<file path="config.mk">
export PLATFORM = sky130hd
export DESIGN_NAME = fcs_ctrl
export DESIGN_NICKNAME = d
export VERILOG_FILES = /design/src/sv/fcs_pkg.sv /design/src/sv/fcs_ctrl.sv
export SDC_FILE = /design/constraint.sdc
export NUM_CORES = 1
export LEC_CHECK = 0
export ABC_CLOCK_PERIOD_IN_PS = 2630
export BUFFER_PORTS_ARGS = -buffer_cell sky130_fd_sc_hd__buf_4
export CAP_MARGIN = 20
export CORE_AREA = 2 2 103 65
export CTS_CLUSTER_SIZE = 8
export DETAILED_ROUTE_END_ITERATION = 12
export DIE_AREA = 0 0 105 67
export HOLD_SLACK_MARGIN = 0.05
export PLACE_DENSITY_LB_ADDON = 0.15
export SLEW_MARGIN = 20
export SYNTH_ARGS = -nofsm -noshare
export SYNTH_HDL_FRONTEND = slang
export SYNTH_SLANG_ARGS = --single-unit
</file>
<file path="constraint.sdc">
create_clock -name clk -period 2.63 [get_ports clk]
set_input_delay 0.789 -clock clk [delete_from_list [all_inputs] [get_ports clk]]
set_output_delay 0.789 -clock clk [all_outputs]
set_load 0.05 [all_outputs]
</file>
<file path="src/sv/fcs_pkg.sv">
// fcs_pkg: shared types and constants for the chain solver.
// Used by fcs_ctrl, fcs_dpath and fabrik_chain_solve.
`default_nettype none
package fcs_pkg;
  localparam int MAX_JOINTS_DEF = 16;
  localparam int FRAC_BITS_DEF  = 16;

  localparam logic [1:0] ST_CONVERGED = 2'd0;
  localparam logic [1:0] ST_LIMIT     = 2'd1;
  localparam logic [1:0] ST_FEW       = 2'd2;
  localparam logic [1:0] ST_MANY      = 2'd3;

  localparam logic CFG_TOL   = 1'b0;
  localparam logic CFG_LIMIT = 1'b1;

  typedef enum logic [3:0] {
    S_LOAD, S_SEGLEN, S_FWD_PIN, S_FWD, S_BWD_PIN, S_BWD, S_CONV, S_EMIT, S_ERR
  } state_t;

  // Datapath operations started by the controller
  typedef enum logic [1:0] {
    OP_LEN, OP_PLACE, OP_CONV
  } op_t;

  typedef struct packed {
    logic       start;
    op_t        op;
    logic [5:0] anchor;
    logic [5:0] moved;
    logic       pin_goal;
    logic       pin_root;
    logic       take_root;
  } cmd_t;

  typedef struct packed {
    logic busy;
    logic conv;
  } sts_t;
endpackage
`default_nettype wire

</file>
<file path="src/sv/fcs_ctrl.sv">
// fcs_ctrl: sequencer for loading, segment lengths, passes and result stream.
// Depends on fcs_pkg.
`default_nettype none
module fcs_ctrl #(
  parameter int MAX_JOINTS = fcs_pkg::MAX_JOINTS_DEF,
  localparam int IW = (MAX_JOINTS > 1) ? $clog2(MAX_JOINTS) : 1,
  localparam int CW = $clog2(MAX_JOINTS + 1)
) (
  input  wire logic          clk,
  input  wire logic          rst,
  input  wire logic          in_fire,
  input  wire logic          in_last,
  input  wire logic [7:0]    limit,
  input  wire fcs_pkg::sts_t sts,
  output fcs_pkg::cmd_t      cmd,
  output logic               in_ready,
  output logic               wr_en,
  output logic [IW-1:0]      wr_idx,
  output logic               goal_en,
  output logic [IW-1:0]      rd_idx,
  output logic               out_load,
  output logic [3:0]         out_idx,
  output logic [1:0]         out_status,
  output logic               out_last,
  input  wire logic          out_free
);
  fcs_pkg::state_t state, state_next;
  logic [CW-1:0] cnt, n;
  logic          ovf;
  logic [5:0]    i;
  logic [7:0]    iters;
  logic          issued, rd_pend;
  logic [1:0]    status;

  assign in_ready = (state == fcs_pkg::S_LOAD);
  assign wr_en    = in_fire && (cnt < CW'(MAX_JOINTS));
  assign wr_idx   = cnt[IW-1:0];
  assign goal_en  = in_fire && in_last;
  assign rd_idx   = i[IW-1:0];

  // Command to the datapath: one operation at a time
  always_comb begin
    cmd = '0;
    cmd.anchor = i;
    cmd.moved  = i;
    state_next = state;
    out_load = 1'b0;
    out_idx = i[3:0];
    out_status = status;
    out_last = 1'b0;
    unique case (state)
      fcs_pkg::S_LOAD: begin
        if (in_fire && in_last) begin
          if (ovf || !wr_en || cnt + 1'b1 < CW'(2))
            state_next = fcs_pkg::S_ERR;
          else state_next = fcs_pkg::S_SEGLEN;
        end
      end
      fcs_pkg::S_SEGLEN: begin
        cmd.op = fcs_pkg::OP_LEN;
        cmd.anchor = i; cmd.moved = i + 6'd1;
        cmd.take_root = (i == 6'd0);
        cmd.start = !issued;
      end
      fcs_pkg::S_FWD_PIN: begin
        cmd.op = fcs_pkg::OP_PLACE;
        cmd.pin_goal = 1'b1;
        cmd.anchor = 6'(n) - 6'd1; cmd.moved = 6'(n) - 6'd2;
        cmd.start = !issued;
      end
      fcs_pkg::S_FWD: begin
        cmd.op = fcs_pkg::OP_PLACE;
        cmd.anchor = i; cmd.moved = i - 6'd1;
        cmd.start = !issued;
      end
      fcs_pkg::S_BWD_PIN: begin
        cmd.op = fcs_pkg::OP_PLACE;
        cmd.pin_root = 1'b1;
        cmd.anchor = 6'd0; cmd.moved = 6'd1;
        cmd.start = !issued;
      end
      fcs_pkg::S_BWD: begin
        cmd.op = fcs_pkg::OP_PLACE;
        cmd.anchor = i; cmd.moved = i + 6'd1;
        cmd.start = !issued;
      end
      fcs_pkg::S_CONV: begin
        cmd.op = fcs_pkg::OP_CONV;
        cmd.moved = 6'(n) - 6'd1;
        cmd.start = !issued;
      end
      fcs_pkg::S_EMIT: begin
        out_load = out_free && rd_pend;
        out_last = (i + 6'd1 == 6'(n));
      end
      fcs_pkg::S_ERR: begin
        out_load = out_free;
        out_idx = '0;
        out_status = status;
        out_last = 1'b1;
      end
      default: ;
    endcase
  end

  always_ff @(posedge clk) begin
    if (rst) begin
      state <= fcs_pkg::S_LOAD;
      cnt <= '0; ovf <= 1'b0; issued <= 1'b0; i <= '0; n <= '0;
      iters <= '0; status <= fcs_pkg::ST_CONVERGED; rd_pend <= 1'b0;
    end else begin
      if (cmd.start) issued <= 1'b1;
      unique case (state)
        fcs_pkg::S_LOAD: begin
          if (in_fire) begin
            if (in_last) begin
              n <= wr_en ? cnt + 1'b1 : cnt;
              status <= ovf || !wr_en ? fcs_pkg::ST_MANY : fcs_pkg::ST_FEW;
              cnt <= '0; ovf <= 1'b0; i <= '0; issued <= 1'b0; iters <= '0;
              state <= state_next;
            end else if (wr_en) cnt <= cnt + 1'b1;
            else ovf <= 1'b1;
          end
        end
        fcs_pkg::S_SEGLEN: begin
          if (issued && !sts.busy) begin
            issued <= 1'b0;
            if (i + 6'd2 == 6'(n)) begin
              i <= '0;
              if (limit == 8'd0) begin
                status <= fcs_pkg::ST_LIMIT;
                state <= fcs_pkg::S_EMIT;
              end else state <= fcs_pkg::S_FWD_PIN;
            end else i <= i + 6'd1;
          end
        end
        fcs_pkg::S_FWD_PIN: begin
          if (issued && !sts.busy) begin
            issued <= 1'b0;
            i <= 6'(n) - 6'd2;
            state <= (n == CW'(2)) ? fcs_pkg::S_BWD_PIN : fcs_pkg::S_FWD;
          end
        end
        fcs_pkg::S_FWD: begin
          if (issued && !sts.busy) begin
            issued <= 1'b0;
            if (i == 6'd1) state <= fcs_pkg::S_BWD_PIN;
            else i <= i - 6'd1;
          end
        end
        fcs_pkg::S_BWD_PIN: begin
          if (issued && !sts.busy) begin
            issued <= 1'b0;
            i <= 6'd1;
            state <= (n == CW'(2)) ? fcs_pkg::S_CONV : fcs_pkg::S_BWD;
          end
        end
        fcs_pkg::S_BWD: begin
          if (issued && !sts.busy) begin
            issued <= 1'b0;
            if (i + 6'd2 == 6'(n)) state <= fcs_pkg::S_CONV;
            else i <= i + 6'd1;
          end
        end
        fcs_pkg::S_CONV: begin
          if (issued && !sts.busy) begin
            issued <= 1'b0;
            iters <= iters + 8'd1;
            i <= '0;
            if (sts.conv) begin
              status <= fcs_pkg::ST_CONVERGED; state <= fcs_pkg::S_EMIT;
            end else if (iters + 8'd1 == limit) begin
              status <= fcs_pkg::ST_LIMIT; state <= fcs_pkg::S_EMIT;
            end else state <= fcs_pkg::S_FWD_PIN;
          end
        end
        fcs_pkg::S_EMIT: begin
          // wait for the registered read, then hand the word over
          if (!rd_pend) rd_pend <= 1'b1;
          else if (out_load) begin
            rd_pend <= 1'b0;
            if (out_last) begin
              i <= '0; state <= fcs_pkg::S_LOAD;
            end else i <= i + 6'd1;
          end
        end
        fcs_pkg::S_ERR: begin
          if (out_free) state <= fcs_pkg::S_LOAD;
        end
        default: state <= fcs_pkg::S_LOAD;
      endcase
    end
  end
endmodule
`default_nettype wire

</file>
# [Word-level counts from Yosys, hierarchy flattened]
# Cells that the tools add are included.
[totals] ff_bits=33 out_inout_bits=37 in_bits=15 word_cells=149
[classes] eq_ne=34 n_mux=72 n_lt_le_gt_ge=2 add_sub_neg=7 n_reduce_logical=25
[op_table] op="$mux W6" count=14
[op_table] op="$mux W4" count=18
[op_table] op="$pmux W6 S8" count=1
[op_table] op="$ne A2 B2 Y1 const B" count=19
[op_table] op="$pmux W4 S9" count=1
[op_table] op="$pmux W6 S5" count=1
[op_table] op="$mux W8" count=3
[op_table] op="$mux W2" count=9
[op_table] op="$eq A4 B3 Y1 const B" count=4
[op_table] op="$pmux W8 S2" count=1
[op_table] op="$reduce_and A16 Y1" count=1
[op_table] op="$reduce_and A13 Y1" count=1
[op_table] op="$eq A6 B5 Y1" count=2
[op_table] op="$mux W1" count=12
[op_table] op="$mux W3" count=4
[op_table] op="$pmux W6 S2" count=1
[op_table] op="$mux W5" count=2
[op_table] op="$pmux W3 S3" count=1
[op_table] op="$add A8 B1 Y8 const B" count=1
[op_table] op="$eq A4 B2 Y1 const B" count=2
[op_table] op="$eq A8 B8 Y1" count=1
[op_table] op="$logic_not A8 Y1" count=1
[op_table] op="$reduce_and A8 Y1" count=1
[op_table] op="$reduce_bool A8 Y1" count=1
[op_table] op="other kinds (29)" count=38

# [Logic depth before layout (Yosys ltp)]
[depth] depth_word=10 ltp_mapped=11 depth_no_buf=9

# [Worst setup path before layout]
# Ideal clock, no wire load.
[synth_path] path_kind="register -> output" start="reg state[2]" end="out cmd[10] in the netlist's numbering" path_buffers=1 path_stages_with_launch=7 path_slack_ns=-0.897 arrival_ns=2.738 path_cell_list="dfxtp_1 clkbuf_1 nand2b_1 nor3_1 nor2_1 nand2_1 o21ai_0"
[synth_lines] item="start, declared" line="fcs_ctrl.sv:27" text="fcs_pkg::state_t state, state_next;"
[synth_lines] item="start signal, assigned" line="fcs_ctrl.sv:108" text="state <= fcs_pkg::S_LOAD;"
[synth_lines] item="start signal, assigned" line="fcs_ctrl.sv:120" text="state <= state_next;"
[synth_lines] item="start signal, assigned" line="fcs_ctrl.sv:132" text="state <= fcs_pkg::S_EMIT;"
[synth_lines] item="end, declared" line="fcs_ctrl.sv:15" text="output fcs_pkg::cmd_t cmd,"

# [Worst setup path in the final report]
[layout_path] start="reg i[1]" end="out out_last"
[layout_via] elab_chain_cells=3
[layout_lines] item="start, declared" line="fcs_ctrl.sv:30" text="logic [5:0] i;"
[layout_lines] item="start signal, assigned" line="fcs_ctrl.sv:134" text="end else i <= i + 6'd1;"
[layout_lines] item="start signal, assigned" line="fcs_ctrl.sv:140" text="i <= 6'(n) - 6'd2;"
[layout_lines] item="start signal, assigned" line="fcs_ctrl.sv:148" text="else i <= i - 6'd1;"
[layout_lines] item="$add A6 B1 Y6" line="fcs_ctrl.sv:94" text="out_last = (i + 6'd1 == 6'(n));"
[layout_lines] item="$eq A6 B5 Y1" line="fcs_ctrl.sv:94"
[layout_lines] item="$pmux W1 S2" line="fcs_ctrl.sv:51" text="unique case (state)"
[layout_lines] item="end, declared" line="fcs_ctrl.sv:24" text="output logic out_last,"
# Every way passes these cells.

==> metrics.csv <==
stage,metric,value,unit
clock_network,clk_pin_slew_worst_paths,0.07,ns
logic_synthesis,syn_nets,463,
critical_path,crit_type,register to primary output,
cells_and_area,diodes,0,
global_routing,grt_pass1_wl,17600,microns
critical_path,cp-end-kind,primary output,
timing,slew_violations,0,
logic_synthesis,synthDistinctLibCells,62,
floorplan,start_util,52.0,%
floorplan,die_w,105,microns
timing,setup_violations,4,
pwr,finalPower,4.00,mW
logic_synthesis,async_flop_share,0,%
placed_design,dp_hpwl,8500,microns
critical_path,crit_fanout,5,
timing,min_period,2.90,ns
drt,ant_nets,0,
pwr,ir_drop,0.689,mV
drt,routedWlPerCell,18.5,microns
logic_synthesis,synth.area.top_cells,"dfxtp_1, nor2_1, nand2_1",
placed_design,gp_congestion,0.981,
cells_and_area,drive_gt1_share,39.6,%
logic_synthesis,synth-main-ff-cell,dfxtp_1,
pwr,combPwrFrac,70.2,%
global_routing,antenna_found_initial,0,
floorplan,die_area,0.00704,sq mm
pwr,power.switching,1.96,mW
clock_network,cts_tree,done,
critical_path,critPathBufInv,2,
pwr,pwr-share-clk,12.9,%
global_routing,grt_start_max_net_pins,38,
timing,setup_slack,-0.274,ns
placed_design,pre_cts_slack,-0.0602,ns
drt,initialDrtViolationCount,383,
clock_network,cts_hold_buf,0,
clock_network,root_buffer,clkbuf_8,
logic_synthesis,synth_cells,435,
clock_network,htree_levels,2,
critical_path,slowest_delay,0.45,ns
floorplan,ios,52,
job,drv_cap,0,
hold_path,hp-class,register to register,
clock_network,cts_inserted_buffers,5,
logic_synthesis,ys_ff_latch,33,
placed_design,port_buffers,51,
timing,slew_headroom,68.7,%
global_routing,grt_overflow_total,0,
drt,via_per_inst,6.02,
cells_and_area,post-route-util,76.6,%
drt,totalWireLength,11700,microns
pwr,internal_power,2.04,mW
logic_synthesis,synth_edf_count,0,
floorplan,die_h,67,microns
logic_synthesis,ys_warn_count,0,
critical_path,critPathRequiredTime,1.84,ns
logic_synthesis,synth_area,0.00312,sq mm
cells_and_area,area_growth,47.4,%
outcome,violations,negative setup slack,
clock_network,clock-sinks,33,
logic_synthesis,synth.top_cell.area_share,21.2,%
critical_path,cp.arrival,2.11,ns
logic_synthesis,postSynthAreaPerCell,7.17,sq um
timing,fmax,0.344,GHz
floorplan,num_rows,22,
timing,clock_skew,0.0147,ns
outcome,status,"complete, but fails checks",
logic_synthesis,synth_top_area_cell,dfxtp_1,
floorplan,core,0.00600,sq mm
pwr,power.density,871,mW/mm^2
timing,worst_pin_slew,0.470,ns
logic_synthesis,seq_area_frac_synth,21.2,%
critical_path,path_delay_family,compound AO/OA/AOI/OAI gates,
critical_path,startpoint_type,register,
cells_and_area,nets,573,
global_routing,grtUsageTotal,32.8,%
timing,rsz0062_at_grt,yes,
pwr,swShare,48.9,%
clock_network,clk_latency,0.30,ns
pwr,leakagePower,1.92,nW
global_routing,grt_pass1_vias,3254,
pwr,seqPwrFrac,16.9,%
timing,min_period_over_period,110,%
drt,vias,3793,
critical_path,critPathSlowestCell,a2111oi_4,
timing,hold_violations,0,
drt,first_pass_iters,5,
critical_path,crit_chain,inv_4 > ha_4 > xor2_1 > a211o_1 > a2111oi_4 > a21o_4 > buf_8,
clock_network,cts.path.max_buffers,2,
drt,remaining_drc_errors,0,
## tightest hold or removal path, cell delays in order, from the launching register on
cell	delay (ns)
dfxtp_1	0.31
inv_1	0.05
a221oi_1	0.06
## per-layer routing
| layer | up-vias | global-route usage, % | share of wire [%] |
|---|---|---|---|
| met3 | 19 | 8.81 | 12 |
| li1 | 1789 | - | - |
| met2 | 218 | 46.1 | 40 |
| met4 | 0 | 5.17 | 1.2 |
| met5 | - | 0 | 0 |
| met1 | 1767 | 49.7 | 47 |
## cell type report
class,count,area [sq um]
repair buffers,139,1150
inverters,14,61.3
clock inverters,1,30.0
clock buffers,7,86.3
flip-flops and latches,33,691
fillers,456,1400
well taps,84,105
multi-input cells,352,2480
## sequential cells by signal, summed over array words and instances (netlist names)
signal	count
i	6
state	4
out_status	2
iters	8
rd_pend	1
ovf	1
issued	1
cnt	5
n	5
## cells in the mapped netlist (5+ instances only)
library cell  count
xnor2_1          19
buf_2             9
o21ai_0          30
o22ai_1          10
nand3b_1          6
nand3_1          13
a21oi_1          26
or3_1             5
ha_1             13
clkbuf_1         10
a31oi_1           5
nand2b_1          7
inv_1            13
nor2_1           51
xor2_1           14
buf_4            12
a211oi_1         10
nor4_1            8
nor3_1           19
nor3b_1           5
dfxtp_1          33
nand2_1          46
nand4_1           5
nor2b_1           8
## through the flow
| stage | setup TNS, ns | instance area [sq um] | instances | hold WS [ns] |
|---|---|---|---|---|
| 3_5_place_dp | -0.110 | 4080 | 609 | 0.465 |
| 3_3_place_gp | -0.00551 | 4080 | 609 | 0.460 |
| 5_1_grt | -0.876 | 4600 | 630 | 0.513 |
| 2_1_floorplan | -0.178 | 3210 | 435 | 0.449 |
| 6_report | -0.463 | 4600 | 630 | 0.473 |
| 4_1_cts | -0.296 | 4420 | 624 | 0.477 |
## power by group through the flow
stage / clock [mW] / sequential (mW) / combinational, mW
after floorplan: 0 / 0.640 / 1.60
after global routing: 0.539 / 0.683 / 2.98
after CTS: 0.517 / 0.655 / 2.61
after detailed placement: 0 / 0.651 / 2.43
final: 0.515 / 0.676 / 2.81
after global placement: 0 / 0.645 / 2.41
## cells in the final DEF (no fill, tap or decap), types with 5 or more instances in the layout
cell type and instances:
a211oi_1 8, a21oi_1 26, a31oi_1 5, buf_4 123, buf_6 11, clkbuf_8 6
dfxtp_1 23, dfxtp_4 7, ha_1 8, inv_1 8, nand2_1 39, nand2_2 6
nand2b_1 6, nand3_1 11, nand3b_1 6, nand4_1 5, nor2_1 47, nor2b_1 6
nor3_1 15, nor4_1 7, o21ai_0 18, o21ai_2 6, o22ai_1 9, xnor2_1 19
xor2_1 13
## timing repair
item,4_1_cts,5_1_grt
resized for setup,51,32
endpoints found under the setup margin,19,20
cloned,0,1
pin swaps,10,9
setup buffers,8,6
endpoints found under the hold margin,0,0
## path summary, 6_finish.rpt
path | slack, ns | endpoint | from | cells after the start
setup reg to reg | 0.05 | i[3] | i[1] | 9
setup / recovery | -0.27 | out_last | i[1] | 7
hold reg to reg | 0.47 | out_status[0] | out_status[0] | 2
hold / removal | 0.47 | out_status[0] | out_status[0] | 2
## cell families after synthesis
group / count (synthesis) / synth area share [%]
simple gates: 186 / 29.4
compound gates: 116 / 25.1
buf+inv: 50 / 8.34
xor+xnor: 33 / 9.27
flops: 33 / 21.2
fa+ha+maj: 13 / 5.21
mux: 4 / 1.44
(Power assumes the default switching activity.)
